File: src/design/pidc_pkg.sv
// ----------------------------------------------------------------------------
// pidc_pkg
// Shared types and constants of the PID position controller: sequencer
// states, register indexes, serial unit widths and step counts.
// ----------------------------------------------------------------------------
`default_nettype none

package pidc_pkg;

    // register indexes on the configuration port (byte address = 4 * index)
    localparam logic [2:0] REG_GAIN_P        = 3'd0;
    localparam logic [2:0] REG_GAIN_I        = 3'd1;
    localparam logic [2:0] REG_GAIN_D        = 3'd2;
    localparam logic [2:0] REG_UPPER_LIMIT   = 3'd3;
    localparam logic [2:0] REG_LOWER_LIMIT   = 3'd4;
    localparam logic [2:0] REG_DRIVE_FLOOR   = 3'd5;
    localparam logic [2:0] REG_DEADBAND      = 3'd6;
    localparam logic [2:0] REG_POS_OFFSET    = 3'd7;

    localparam logic [15:0] DEADBAND_RESET   = 16'd2;

    // shift-add multiplier: operand width, one multiplier bit per step
    localparam int MUL_W       = 41;
    localparam int MUL_STEPS   = MUL_W;
    localparam int MUL_CNT_W   = $clog2(MUL_STEPS + 1);
    localparam int ACC_W       = 60;
    localparam int CAP_BIT     = 40;
    localparam logic [ACC_W-1:0] INC_CAP =
        {{(ACC_W-CAP_BIT-1){1'b0}}, 1'b1, {CAP_BIT{1'b0}}};

    // restoring divider: one quotient bit per step
    localparam int DIV_N       = 57;
    localparam int DIV_D       = 32;
    localparam int DIV_STEPS   = DIV_N;
    localparam int DIV_CNT_W   = $clog2(DIV_STEPS + 1);

    typedef struct packed {
        logic start;
        logic sat_en;
    } mul_cmd_t;

    typedef enum logic [3:0] {
        S_IDLE,
        S_ERR,
        S_MAG,
        S_DB,
        S_MUL1,
        S_START2,
        S_WAIT2,
        S_INT,
        S_SUM,
        S_CLAMP,
        S_DRIVE,
        S_DONE
    } pidc_state_t;

endpackage

`default_nettype wire

File: src/design/pid_position_controller.sv
// ----------------------------------------------------------------------------
// pid_position_controller
// PID position loop with deadband, clamped integral and minimum drive floor.
//
//   channel   direction  handshake            payload
//   input     in         in_valid / in_stall  target, position, now_ms
//   output    out        out_valid/out_stall  drive, in_deadband
//   config    in         APB write / read     pwdata / prdata, paddr[4:2]
//
// An active step first runs the three serial products side by side
// (proportional, derivative numerator, integral gain times error), then
// the divide by elapsed time, running beside the second integral product.
// A deadband step skips the products. Reset clears the loop state and the
// registers (deadband to 2). A new transfer is taken in the idle state even
// while a finished result waits in the output register under out_stall.
// ----------------------------------------------------------------------------
`default_nettype none

module pid_position_controller (
    input  logic               clk,
    input  logic               rst_n,
    input  logic               psel,
    input  logic               penable,
    input  logic               pwrite,
    input  logic [4:0]         paddr,
    input  logic [31:0]        pwdata,
    output logic [31:0]        prdata,
    output logic               pready,
    input  logic               in_valid,
    output logic               in_stall,
    input  logic signed [31:0] target,
    input  logic signed [31:0] position,
    input  logic [31:0]        now_ms,
    output logic               out_valid,
    input  logic               out_stall,
    output logic signed [11:0] drive,
    output logic               in_deadband
);
    import pidc_pkg::*;

    // configuration
    logic [23:0] gain_p_reg, gain_i_reg, gain_d_reg;
    logic [9:0]  upper_reg, floor_reg;
    logic [10:0] lower_reg;
    logic [15:0] deadband_reg;
    logic [31:0] offset_reg;
    logic        cfg_wr;

    // loop state
    logic [31:0] integral_reg;
    logic [32:0] prev_err_reg;
    logic [31:0] last_time_reg;

    // sequencer and datapath
    pidc_state_t state_reg, state_next;
    logic [31:0] tgt_reg, pos_reg, now_reg;
    logic [32:0] err_reg;
    logic [32:0] emag_reg;
    logic        eneg_reg;
    logic [33:0] dmag_reg;
    logic        dneg_reg;
    logic [31:0] dt_reg;
    logic        db_flag_reg;
    logic [31:0] isum_reg;
    logic signed [ACC_W-1:0] pterm_reg, dterm_reg, sum_reg;
    logic signed [27:0] clamp_reg;
    logic        pos_flag_reg;
    logic [11:0] res_drive_reg;

    logic        out_valid_reg, out_valid_next;
    logic [11:0] drive_reg;
    logic        inband_reg;
    logic        out_load;

    // combinational datapath
    logic [33:0] raw_err;
    logic [32:0] err_sat;
    logic [33:0] diff;
    logic [31:0] dt_raw;
    logic signed [42:0] isum_wide, hi43, lo43;
    logic [31:0] isum_clamped;
    logic signed [ACC_W-1:0] sum_wide, hi60, lo60;
    logic signed [27:0] clamp_val, clamp_neg;
    logic [11:0] trunc_val;

    // serial units
    mul_cmd_t           mp_cmd, mi_cmd, md_cmd;
    logic [MUL_W-1:0]   mi_a;
    logic               mp_done, mi_done, md_done;
    logic [ACC_W-1:0]   mp_prod, mi_prod, md_prod;
    logic               div_start, div_done;
    logic [DIV_N-1:0]   div_quot;

    // ------------------------------------------------------------------
    // configuration port
    // ------------------------------------------------------------------
    assign pready = 1'b1;
    assign cfg_wr = psel && penable && pwrite;

    always_ff @(posedge clk or negedge rst_n)
    begin
        if (!rst_n)
        begin
            gain_p_reg   <= '0;
            gain_i_reg   <= '0;
            gain_d_reg   <= '0;
            upper_reg    <= '0;
            lower_reg    <= '0;
            floor_reg    <= '0;
            deadband_reg <= DEADBAND_RESET;
            offset_reg   <= '0;
        end
        else if (cfg_wr)
        begin
            case (paddr[4:2])
                REG_GAIN_P:      gain_p_reg   <= pwdata[23:0];
                REG_GAIN_I:      gain_i_reg   <= pwdata[23:0];
                REG_GAIN_D:      gain_d_reg   <= pwdata[23:0];
                REG_UPPER_LIMIT: upper_reg    <= pwdata[9:0];
                REG_LOWER_LIMIT: lower_reg    <= pwdata[10:0];
                REG_DRIVE_FLOOR: floor_reg    <= pwdata[9:0];
                REG_DEADBAND:    deadband_reg <= pwdata[15:0];
                REG_POS_OFFSET:  offset_reg   <= pwdata;
                default:         ;
            endcase
        end
    end

    always_comb
    begin
        case (paddr[4:2])
            REG_GAIN_P:      prdata = {8'd0, gain_p_reg};
            REG_GAIN_I:      prdata = {8'd0, gain_i_reg};
            REG_GAIN_D:      prdata = {8'd0, gain_d_reg};
            REG_UPPER_LIMIT: prdata = {22'd0, upper_reg};
            REG_LOWER_LIMIT: prdata = {{21{lower_reg[10]}}, lower_reg};
            REG_DRIVE_FLOOR: prdata = {22'd0, floor_reg};
            REG_DEADBAND:    prdata = {16'd0, deadband_reg};
            REG_POS_OFFSET:  prdata = offset_reg;
            default:         prdata = '0;
        endcase
    end

    // ------------------------------------------------------------------
    // serial units
    // ------------------------------------------------------------------
    pidc_mul u_mul_p (
        .clk   (clk),
        .rst_n (rst_n),
        .cmd   (mp_cmd),
        .a     ({{(MUL_W-24){1'b0}}, gain_p_reg}),
        .b     ({{(MUL_W-33){1'b0}}, emag_reg}),
        .done  (mp_done),
        .prod  (mp_prod)
    );

    pidc_mul u_mul_i (
        .clk   (clk),
        .rst_n (rst_n),
        .cmd   (mi_cmd),
        .a     (mi_a),
        .b     ((state_reg == S_START2) ? {{(MUL_W-32){1'b0}}, dt_reg}
                                        : {{(MUL_W-33){1'b0}}, emag_reg}),
        .done  (mi_done),
        .prod  (mi_prod)
    );

    pidc_mul u_mul_d (
        .clk   (clk),
        .rst_n (rst_n),
        .cmd   (md_cmd),
        .a     ({{(MUL_W-24){1'b0}}, gain_d_reg}),
        .b     ({{(MUL_W-34){1'b0}}, dmag_reg}),
        .done  (md_done),
        .prod  (md_prod)
    );

    pidc_div u_div (
        .clk      (clk),
        .rst_n    (rst_n),
        .start    (div_start),
        .dividend (md_prod[DIV_N-1:0]),
        .divisor  (dt_reg),
        .done     (div_done),
        .quot     (div_quot)
    );

    assign mi_a = (state_reg == S_START2) ? mi_prod[MUL_W-1:0]
                                          : {{(MUL_W-24){1'b0}}, gain_i_reg};

    // ------------------------------------------------------------------
    // datapath arithmetic
    // ------------------------------------------------------------------
    always_comb
    begin
        raw_err = {{2{tgt_reg[31]}}, tgt_reg} + {{2{offset_reg[31]}}, offset_reg}
                - {{2{pos_reg[31]}}, pos_reg};
        if (raw_err[33] != raw_err[32])
        begin
            err_sat = raw_err[33] ? {1'b1, 32'd0} : {1'b0, {32{1'b1}}};
        end
        else
        begin
            err_sat = raw_err[32:0];
        end

        diff   = {err_reg[32], err_reg} - {prev_err_reg[32], prev_err_reg};
        dt_raw = now_reg - last_time_reg;

        hi43 = {17'd0, upper_reg, 16'd0};
        lo43 = {{16{lower_reg[10]}}, lower_reg, 16'd0};
        isum_wide = {{11{integral_reg[31]}}, integral_reg}
                  + (eneg_reg ? -{2'b00, mi_prod[40:0]} : {2'b00, mi_prod[40:0]});
        if (isum_wide > hi43)
        begin
            isum_clamped = hi43[31:0];
        end
        else if (isum_wide < lo43)
        begin
            isum_clamped = lo43[31:0];
        end
        else
        begin
            isum_clamped = isum_wide[31:0];
        end

        hi60 = {{(ACC_W-26){1'b0}}, upper_reg, 16'd0};
        lo60 = {{(ACC_W-27){lower_reg[10]}}, lower_reg, 16'd0};
        sum_wide = pterm_reg + {{(ACC_W-32){isum_reg[31]}}, isum_reg} - dterm_reg;
        if (sum_reg > 0)
        begin
            clamp_val = (sum_reg > hi60) ? hi60[27:0] : sum_reg[27:0];
        end
        else
        begin
            clamp_val = (sum_reg < lo60) ? lo60[27:0] : sum_reg[27:0];
        end

        clamp_neg = -clamp_reg;
        trunc_val = clamp_reg[27] ? -clamp_neg[27:16] : clamp_reg[27:16];
    end

    // ------------------------------------------------------------------
    // sequencer
    // ------------------------------------------------------------------
    always_ff @(posedge clk or negedge rst_n)
    begin
        if (!rst_n)
        begin
            state_reg     <= S_IDLE;
            out_valid_reg <= 1'b0;
            integral_reg  <= '0;
            prev_err_reg  <= '0;
            last_time_reg <= '0;
        end
        else
        begin
            state_reg     <= state_next;
            out_valid_reg <= out_valid_next;
            if (state_reg == S_DRIVE)
            begin
                integral_reg  <= isum_reg;
                prev_err_reg  <= err_reg;
                last_time_reg <= now_reg;
            end
        end
    end

    always_comb
    begin
        state_next = state_reg;
        mp_cmd     = '0;
        mi_cmd     = '0;
        md_cmd     = '0;
        div_start  = 1'b0;
        out_load   = 1'b0;
        in_stall   = (state_reg != S_IDLE);
        case (state_reg)
            S_IDLE:
            begin
                if (in_valid)
                begin
                    state_next = S_ERR;
                end
            end
            S_ERR:    state_next = S_MAG;
            S_MAG:    state_next = S_DB;
            S_DB:
            begin
                if (emag_reg < {17'd0, deadband_reg})
                begin
                    state_next = S_DONE;
                end
                else
                begin
                    mp_cmd     = '{start: 1'b1, sat_en: 1'b0};
                    mi_cmd     = '{start: 1'b1, sat_en: 1'b1};
                    md_cmd     = '{start: 1'b1, sat_en: 1'b0};
                    state_next = S_MUL1;
                end
            end
            S_MUL1:
            begin
                if (mp_done && mi_done && md_done)
                begin
                    state_next = S_START2;
                end
            end
            S_START2:
            begin
                mi_cmd     = '{start: 1'b1, sat_en: 1'b1};
                div_start  = 1'b1;
                state_next = S_WAIT2;
            end
            S_WAIT2:
            begin
                if (div_done)
                begin
                    state_next = S_INT;
                end
            end
            S_INT:    state_next = S_SUM;
            S_SUM:    state_next = S_CLAMP;
            S_CLAMP:  state_next = S_DRIVE;
            S_DRIVE:  state_next = S_DONE;
            S_DONE:
            begin
                if (!out_valid_reg || !out_stall)
                begin
                    out_load   = 1'b1;
                    state_next = S_IDLE;
                end
            end
            default:  state_next = S_IDLE;
        endcase

        out_valid_next = out_valid_reg;
        if (out_valid_reg && !out_stall)
        begin
            out_valid_next = 1'b0;
        end
        if (out_load)
        begin
            out_valid_next = 1'b1;
        end
    end

    always_ff @(posedge clk)
    begin
        case (state_reg)
            S_IDLE:
            begin
                tgt_reg <= target;
                pos_reg <= position;
                now_reg <= now_ms;
            end
            S_ERR:
            begin
                err_reg <= err_sat;
            end
            S_MAG:
            begin
                eneg_reg <= err_reg[32];
                emag_reg <= err_reg[32] ? (~err_reg + 33'd1) : err_reg;
                dneg_reg <= diff[33];
                dmag_reg <= diff[33] ? (~diff + 34'd1) : diff;
                dt_reg   <= (dt_raw == 32'd0) ? 32'd1 : dt_raw;
            end
            S_DB:
            begin
                db_flag_reg <= (emag_reg < {17'd0, deadband_reg});
            end
            S_INT:
            begin
                isum_reg  <= isum_clamped;
                pterm_reg <= eneg_reg ? -mp_prod : mp_prod;
                dterm_reg <= dneg_reg ? -{{(ACC_W-DIV_N){1'b0}}, div_quot}
                                      : {{(ACC_W-DIV_N){1'b0}}, div_quot};
            end
            S_SUM:
            begin
                sum_reg <= sum_wide;
            end
            S_CLAMP:
            begin
                clamp_reg    <= clamp_val;
                pos_flag_reg <= (sum_reg > 0);
            end
            S_DRIVE:
            begin
                res_drive_reg <= pos_flag_reg ? (trunc_val + {2'b00, floor_reg})
                                              : (trunc_val - {2'b00, floor_reg});
            end
            default: ;
        endcase

        if (out_load)
        begin
            drive_reg  <= db_flag_reg ? 12'd0 : res_drive_reg;
            inband_reg <= db_flag_reg;
        end
    end

    assign out_valid   = out_valid_reg;
    assign drive       = drive_reg;
    assign in_deadband = inband_reg;

endmodule

`default_nettype wire

File: src/design/pidc_mul.sv
// ----------------------------------------------------------------------------
// pidc_mul
// Serial shift-add multiplier, multiplier bits taken MSB first, one per
// cycle. Optional sticky saturation of the product at the integral cap.
// ----------------------------------------------------------------------------
`default_nettype none

module pidc_mul (
    input  logic                          clk,
    input  logic                          rst_n,
    input  pidc_pkg::mul_cmd_t            cmd,
    input  logic [pidc_pkg::MUL_W-1:0]    a,
    input  logic [pidc_pkg::MUL_W-1:0]    b,
    output logic                          done,
    output logic [pidc_pkg::ACC_W-1:0]    prod
);
    import pidc_pkg::*;

    logic                 busy_reg, busy_next;
    logic [MUL_CNT_W-1:0] cnt_reg, cnt_next;
    logic                 sat_reg, sat_next;
    logic                 sat_en_reg;
    logic [MUL_W-1:0]     a_reg;
    logic [MUL_W-1:0]     b_reg;
    logic [ACC_W-1:0]     acc_reg, acc_next;
    logic [ACC_W-1:0]     step_sum;

    always_comb
    begin
        step_sum  = {acc_reg[ACC_W-2:0], 1'b0}
                  + (b_reg[MUL_W-1] ? {{(ACC_W-MUL_W){1'b0}}, a_reg} : '0);
        busy_next = busy_reg;
        cnt_next  = cnt_reg;
        sat_next  = sat_reg;
        acc_next  = acc_reg;
        if (cmd.start)
        begin
            busy_next = 1'b1;
            cnt_next  = MUL_CNT_W'(MUL_STEPS);
            sat_next  = 1'b0;
            acc_next  = '0;
        end
        else if (busy_reg)
        begin
            cnt_next = cnt_reg - 1'b1;
            if (cnt_reg == MUL_CNT_W'(1))
            begin
                busy_next = 1'b0;
            end
            if (!sat_reg)
            begin
                acc_next = step_sum;
                if (sat_en_reg && (step_sum > INC_CAP))
                begin
                    sat_next = 1'b1;
                end
            end
        end
    end

    always_ff @(posedge clk or negedge rst_n)
    begin
        if (!rst_n)
        begin
            busy_reg <= 1'b0;
            cnt_reg  <= '0;
            sat_reg  <= 1'b0;
        end
        else
        begin
            busy_reg <= busy_next;
            cnt_reg  <= cnt_next;
            sat_reg  <= sat_next;
        end
    end

    always_ff @(posedge clk)
    begin
        acc_reg <= acc_next;
        if (cmd.start)
        begin
            a_reg      <= a;
            b_reg      <= b;
            sat_en_reg <= cmd.sat_en;
        end
        else if (busy_reg)
        begin
            b_reg <= {b_reg[MUL_W-2:0], 1'b0};
        end
    end

    assign done = busy_reg && (cnt_reg == MUL_CNT_W'(1));
    assign prod = sat_reg ? INC_CAP : acc_reg;

endmodule

`default_nettype wire

File: src/design/pidc_div.sv
// ----------------------------------------------------------------------------
// pidc_div
// Serial restoring divider, unsigned, one quotient bit per cycle. The
// dividend register shifts out numerator bits and takes quotient bits in.
// ----------------------------------------------------------------------------
`default_nettype none

module pidc_div (
    input  logic                          clk,
    input  logic                          rst_n,
    input  logic                          start,
    input  logic [pidc_pkg::DIV_N-1:0]    dividend,
    input  logic [pidc_pkg::DIV_D-1:0]    divisor,
    output logic                          done,
    output logic [pidc_pkg::DIV_N-1:0]    quot
);
    import pidc_pkg::*;

    logic                 busy_reg, busy_next;
    logic [DIV_CNT_W-1:0] cnt_reg, cnt_next;
    logic [DIV_N-1:0]     num_reg;
    logic [DIV_D-1:0]     den_reg;
    logic [DIV_D-1:0]     rem_reg;
    logic [DIV_D:0]       trial;
    logic                 fits;

    always_comb
    begin
        trial     = {rem_reg, num_reg[DIV_N-1]};
        fits      = trial >= {1'b0, den_reg};
        busy_next = busy_reg;
        cnt_next  = cnt_reg;
        if (start)
        begin
            busy_next = 1'b1;
            cnt_next  = DIV_CNT_W'(DIV_STEPS);
        end
        else if (busy_reg)
        begin
            cnt_next = cnt_reg - 1'b1;
            if (cnt_reg == DIV_CNT_W'(1))
            begin
                busy_next = 1'b0;
            end
        end
    end

    always_ff @(posedge clk or negedge rst_n)
    begin
        if (!rst_n)
        begin
            busy_reg <= 1'b0;
            cnt_reg  <= '0;
        end
        else
        begin
            busy_reg <= busy_next;
            cnt_reg  <= cnt_next;
        end
    end

    always_ff @(posedge clk)
    begin
        if (start)
        begin
            num_reg <= dividend;
            den_reg <= divisor;
            rem_reg <= '0;
        end
        else if (busy_reg)
        begin
            num_reg <= {num_reg[DIV_N-2:0], fits};
            rem_reg <= fits ? DIV_D'(trial - {1'b0, den_reg}) : trial[DIV_D-1:0];
        end
    end

    assign done = busy_reg && (cnt_reg == DIV_CNT_W'(1));
    assign quot = num_reg;

endmodule

`default_nettype wire

File: config.mk
export PLATFORM = sky130hd
export DESIGN_NAME = pid_position_controller
export DESIGN_NICKNAME = d
export VERILOG_FILES = /design/src/design/pidc_pkg.sv /design/src/design/pid_position_controller.sv /design/src/design/pidc_mul.sv /design/src/design/pidc_div.sv
export SDC_FILE = /design/constraint.sdc
export NUM_CORES = 2
export LEC_CHECK = 0
export ABC_AREA = 1
export BUFFER_PORTS_ARGS = -buffer_cell sky130_fd_sc_hd__buf_4
export CAP_MARGIN = 20
export CELL_PAD_IN_SITES_DETAIL_PLACEMENT = 1
export CELL_PAD_IN_SITES_GLOBAL_PLACEMENT = 2
export CORE_UTILIZATION = 36
export CTS_BUF_LIST = sky130_fd_sc_hd__clkbuf_8
export DETAILED_ROUTE_END_ITERATION = 8
export HOLD_SLACK_MARGIN = 0.1
export PLACE_DENSITY_LB_ADDON = 0.1
export SLEW_MARGIN = 20
export SYNTH_ARGS = -nofsm -noshare
export SYNTH_HDL_FRONTEND = slang
export SYNTH_SLANG_ARGS = --single-unit
File: constraint.sdc
create_clock -name clk -period 8.2 [get_ports clk]
set_input_delay 1.23 -clock clk [delete_from_list [all_inputs] [get_ports clk]]
set_output_delay 1.23 -clock clk [all_outputs]
set_load 0.02 [all_outputs]
# After elaboration in Yosys (flattened, before gate mapping)
# Cells that the tools add are included.
[totals] ff_bits=1294 latch_bits=0 mem_bits_rw=0 rom_bits=0 word_cells=247 n_memories=0
[classes] addsub=24 mul=0 n_div=0 n_lt_le_gt_ge=10 n_eq_ne=27 shift=0 mux=79 bitwise=5 n_reduce_logical=37
[op_table] op="32-bit case mux with 8 select lines" n=1
[op_table] op="57-bit two-way mux" n=4
[op_table] op="33-bit two-way mux" n=6
[op_table] op="60-bit by 41-bit > comparator with 1-bit output (second input constant)" n=3
[op_table] op="41-bit two-way mux" n=4
[op_table] op="60-bit adder" n=2
[op_table] op="60-bit two-way mux" n=2
[op_table] op="32-bit two-way mux" n=3
[op_table] op="28-bit two-way mux" n=3
[op_table] op="24-bit two-way mux" n=3
[op_table] op="34-bit two-way mux" n=2
[op_table] op="32-bit subtractor" n=2
[op_table] op="60-bit by 24-bit adder with 60-bit output" n=1
[op_table] op="60-bit by 41-bit adder with 60-bit output" n=1
[op_table] op="60-bit by 1-bit > comparator with 1-bit output (second input constant)" n=1
[op_table] op="60-bit by 27-bit > comparator with 1-bit output" n=1
[op_table] op="60-bit by 27-bit less-than comparator with 1-bit output" n=1
[op_table] op="57-bit negation with 60-bit output" n=1
[op_table] op="60-bit negation" n=1
[op_table] op="60-bit subtractor" n=1
[op_table] op="6-bit two-way mux" n=8
[op_table] op="4-bit case mux with 12 select lines" n=1
[op_table] op="43-bit adder" n=1
[op_table] op="43-bit by 27-bit > comparator with 1-bit output" n=1
[op_table] op="other kinds (45)" n=128

# Logic depth before layout (Yosys ltp)
[depth] ltp_word=8 depth_mapped=43 ltp_nobuf=42

# Modules after synthesis
# Synthesis repeated with hierarchy kept, for this count alone.
[unflattened] cells_unflattened=13061 area_unflattened_um2=93997.7
[modules_own_cells] mod="pid_position_controller" instances=1 cells_each=6785 area_each_um2=53201.0 seq_area_each_um2=21256.6
[modules_own_cells] mod="pidc_mul at u_mul_d" instances=1 cells_each=1724 area_each_um2=11023.1 seq_area_each_um2=3893.7
[modules_own_cells] mod="pidc_mul at u_mul_p" instances=1 cells_each=1733 area_each_um2=10996.8 seq_area_each_um2=3893.7
[modules_own_cells] mod="pidc_mul at u_mul_i" instances=1 cells_each=1720 area_each_um2=10854.2 seq_area_each_um2=3893.7
[modules_own_cells] mod="pidc_div" instances=1 cells_each=1099 area_each_um2=7922.6 seq_area_each_um2=3488.3

# Worst setup path after synthesis
# OpenSTA, ideal clock, no wires.
[synth_path] path_type="register -> register" from="register state_reg[3]" to="register dterm_reg[0] (enable)" setup_time_ps=666 t_arrival_ps=6971 path_slack_ps=562 path_stages_with_launch=4 period_less_slack_ps=7638 path_cell_list="dfrtp_1 nor2_1 inv_1 nor2_1"
[synth_via] elab_chain_cells=1
[synth_rtl] item="start: declaration" line="pid_position_controller.sv:55" source="pidc_state_t state_reg, state_next;"
[synth_rtl] item="start signal: assignment" line="pid_position_controller.sv:258" source="state_reg <= state_next;"
[synth_rtl] item="4-bit by 3-bit == test with 1-bit output" line="pid_position_controller.sv:350" source="case (state_reg)"
[synth_rtl] item="end signal: assignment" line="pid_position_controller.sv:377" source="dterm_reg <= dneg_reg ? -{{(ACC_W-DIV_N){1'b0}}, div_quot}"
[synth_rtl] item="end: declaration" line="pid_position_controller.sv:65" source="logic signed [ACC_W-1:0] pterm_reg, dterm_reg, sum_reg;"
# No other way between the ends.
# A chain may end at the register's enable or synchronous reset.

# Final worst setup path
[layout_path] from="register u_mul_i.sat_reg" to="register isum_reg[3] (data pin)"
[layout_via] elab_chain_cells=6 word_cells_on_any_way=7 cone_classes="add/sub (2); order compare (2); mux (2); reduce/logical (1)"
[layout_rtl] item="start: declaration" line="pidc_mul.sv:21" source="logic sat_reg, sat_next;"
[layout_rtl] item="start signal: assignment" line="pidc_mul.sv:73" source="sat_reg <= sat_next;"
[layout_rtl] item="41-bit two-way mux (*)" line="pidc_mul.sv:93" source="assign prod = sat_reg ? INC_CAP : acc_reg;"
[layout_rtl] item="41-bit negation with 43-bit output" line="pid_position_controller.sv:213" source="+ (eneg_reg ? -{2'b00, mi_prod[40:0]} : {2'b00, mi_prod[40:0]});"
[layout_rtl] item="43-bit two-way mux (*)" line="pid_position_controller.sv:213"
[layout_rtl] item="43-bit adder (*)" line="pid_position_controller.sv:213"
[layout_rtl] item="43-bit by 27-bit > comparator with 1-bit output / 43-bit by 27-bit less-than comparator with 1-bit output (equally long branches)" line="pid_position_controller.sv:214, pid_position_controller.sv:218"
[layout_rtl] item="2-bit OR reduction (no source line)"
[layout_rtl] item="end signal: assignment" line="pid_position_controller.sv:375" source="isum_reg <= isum_clamped;"
[layout_rtl] item="end: declaration" line="pid_position_controller.sv:64" source="logic [31:0] isum_reg;"
# Mark *: on every way between the ends. The rest lies on a longest branch, timed or not.

==> flow_summary.toml <==
[outcome]
status = "finished clean"

[power_and_ir_drop]
powerDensity_nw_per_um2 = 490
cellLeakagePower_nw = 43.8
irDropWorstVdd_mv = 0.281
p_total_w = 0.0459

[detailed_routing]
viasPerCell = 5.13
first_pass_iters = 6
vias = 73400
drt-initial-drc-count = 4799
detail-route-antenna-nets = 0
post_drt_wl_per_cell_um = 22.3
routed_wl_um = 319000
drc = 0

[die]
start_util_pct = 36.4
num_rows = 176
die-width_um = 485
die_area_um2 = 235000
core_um2 = 231000
ios = 188
dieHeight_um = 485

[synthesis]
syn-num-nets = 11500
synthDistinctLibCells = 63
syn_avg_cell_area_um2 = 7.75
synth_cells = 10800
ys_ff_latch = 1289
ys_warn_count = 0
synth_edf_count = 784
seq_area_frac_synth_pct = 41.8
synth_ff_type = "edfxtp_1"
async_reset_ff_share_pct = 21.9
synth_area_um2 = 83900

[sta]
hold_viol_final = 0
worstMarginPinSlew_ps = 1130
skew_ps = 87.7
fin_setup_tns_ps = 0
fmax_mhz = 134
setup_viol = 0
fin_crit_ps = 7450
rsz0062_at_grt = "no"
slew_headroom_pct = 23.9
final_max_slew_viol_count = 0
period_share_pct = 90.8

[setup_path]
crit_type = "reg -> reg"
path_delay_family = "simple AND/OR/NAND/NOR gates"
slowest_delay_ps = 520
crit_fanout = 16
endpoint_kind = "register"
critPathBufInv = 6
slowest_stage = "dfrtp_2"
cp-start-kind = "register"
crit_top_cell = "nor2_1"
arrival_ps = 8260
crit_required_ps = 9010

[placed_design]
place.gp.congestion = 0.933
io_buffers = 184
dp_hpwl_um = 259000

[clocking]
cts-hold-fix-buffers = 0
max-clock-path-buffers = 3
clk-insertion-delay-late_ps = 1020
cts_made_buffers = 232
root_buffer = "clkbuf_8"
ctsHtreeMaxLevel = 4
cts_tree = "yes"
clock_sinks = 1289
clk_pin_slew_ps = 70

[grt]
antenna_found_initial = 26
grt_pass1_wl_um = 479000
grt_pass1_vias = 76100
grt_max_degree = 160
track_usage_pct = 26.9
overflow = 0

[run]
drv_cap = 0

[final_layout]
num-fill-cells = 28300
area_delta_synth_final_pct = 11.7
fin_nets = 11800
drive_gt1_share_pct = 5.98

[hold_path]
hold_class = "in -> async"
-- worst paths after layout --
| kind | to | cells after the start | slack (ps) | from |
|---|---|---|---|---|
| setup / recovery | isum_reg[3] | 38 | 750 | u_mul_i.sat_reg |
| hold / removal | last_time_reg[12] | 1 | 220 | rst_n |
| setup reg to reg | isum_reg[3] | 38 | 750 | u_mul_i.sat_reg |
| hold reg to reg | u_mul_p.b_reg[40] | 2 | 450 | u_mul_p.b_reg[39] |
| max in group asynchronous | u_mul_i.sat_reg | 2 | 6370 | rst_n |
| min in group clk | tgt_reg[31] | 1 | 370 | target[31] |
-- placed cells by master, fill, tap and decap left out, types with 28 or more instances in the layout --
cell / synthesis / final
o21bai_1: 31 / 31
clkinv_2: 0 / 34
xor2_1: 365 / 365
nand4_1: 137 / 137
a31oi_1: 67 / 67
a21oi_1: 577 / 576
o22ai_1: 36 / 36
inv_1: 1845 / 1924
o21ai_0: 744 / 742
a211oi_1: 32 / 32
o21a_1: 28 / 28
xnor2_1: 140 / 140
a221oi_1: 38 / 38
nor3_1: 159 / 155
ha_1: 449 / 449
buf_4: 2 / 253
nor2_1: 981 / 969
dfrtp_1: 281 / 279
nand3_1: 416 / 416
fa_1: 99 / 99
o211ai_1: 72 / 72
edfxtp_1: 784 / 784
nand3b_1: 42 / 42
or2_2: 34 / 34
clkbuf_8: 0 / 257
clkinv_1: 5 / 39
nand2_1: 2722 / 2717
dfxtp_1: 223 / 223
nor4_1: 77 / 76
a21o_1: 32 / 32
-- cell type report --
class / instances / area [um2] / area share, %
Clock buffer: 257 / 3540 / 3.77
Multi-Input combinational cell: 7433 / 41100 / 43.8
Inverter: 1852 / 6960 / 7.42
Sequential cell: 1289 / 35100 / 37.4
Timing Repair Buffer: 259 / 2000 / 2.13
Antenna cell: 19 / 47.5 / 0.0507
Tap cell: 3026 / 3790 / 4.04
Clock inverter: 185 / 1270 / 1.35
-- worst register-to-register path: cells and delay by family (launching register included) --
kind / cells / cell delay, ps
simple gates: 26 / 4640
fa+ha+maj: 2 / 850
buf+inv: 6 / 720
flops: 1 / 520
compound gates: 3 / 410
xor+xnor: 1 / 180
-- metal layers --
metal	vias up	share of wire, %	track usage, %
li1	35800	-	-
met1	35800	46	36.2
met2	1339	47	45.1
met3	425	3.9	3.21
met4	10	3.1	8.33
met5	-	0.021	0
-- through the flow --
stage | hold WS, ps | std cells | util, % | area (um2) | setup slack (ps)
4_1_cts | 151 | 14300 | 40.6 | 93600 | 707
3_3_place_gp | 442 | 13900 | 38.5 | 88800 | 908
3_5_place_dp | 443 | 13900 | 38.5 | 88800 | 790
5_1_grt | 214 | 14300 | 40.6 | 93700 | 87.2
6_report | 216 | 14300 | 40.6 | 93700 | 753
2_1_floorplan | 422 | 10800 | - | 83900 | 562
-- cell usage after synthesis (67+ instances only) --
cell type,instances,area share (%)
xnor2_1,140,1.5
nor4_1,77,0.57
nor3_1,159,0.95
dfrtp_1,281,8.4
ha_1,449,6.7
nand2_1,2722,12
nand4_1,137,1.0
a21oi_1,577,3.4
inv_1,1845,8.3
dfxtp_1,223,5.3
edfxtp_1,784,28
nand3_1,416,2.5
clkbuf_1,227,1.0
o21ai_0,744,4.4
o211ai_1,72,0.64
xor2_1,365,3.8
fa_1,99,2.4
a31oi_1,67,0.50
nor2_1,981,4.4
-- power breakdown --
| group | leakage (nW) | internal, W | switching (W) | total, W |
|---|---|---|---|---|
| Combinational | 28.3 | 0.00831 | 0.0188 | 0.0271 |
| Clock | 2.78 | 0.00334 | 0.00301 | 0.00635 |
| Sequential | 12.8 | 0.0106 | 0.00193 | 0.0125 |
| Total | 43.8 | 0.0223 | 0.0237 | 0.0459 |
-- cell families after synthesis --
| kind of cell | share of synthesized area, % |
|---|---|
| compound gates | 11.8 |
| simple gates | 22.6 |
| flops | 41.8 |
| buf+inv | 9.44 |
| other cells | 0.00447 |
| fa+ha+maj | 9.06 |
| xor+xnor | 5.27 |
-- what timing repair did --
item | in CTS | in global routing
endpoints found under the setup margin | 0 | 16
buffers inserted | 0 | 0
gates resized for setup | 0 | 1
(Power assumes the default switching activity.)
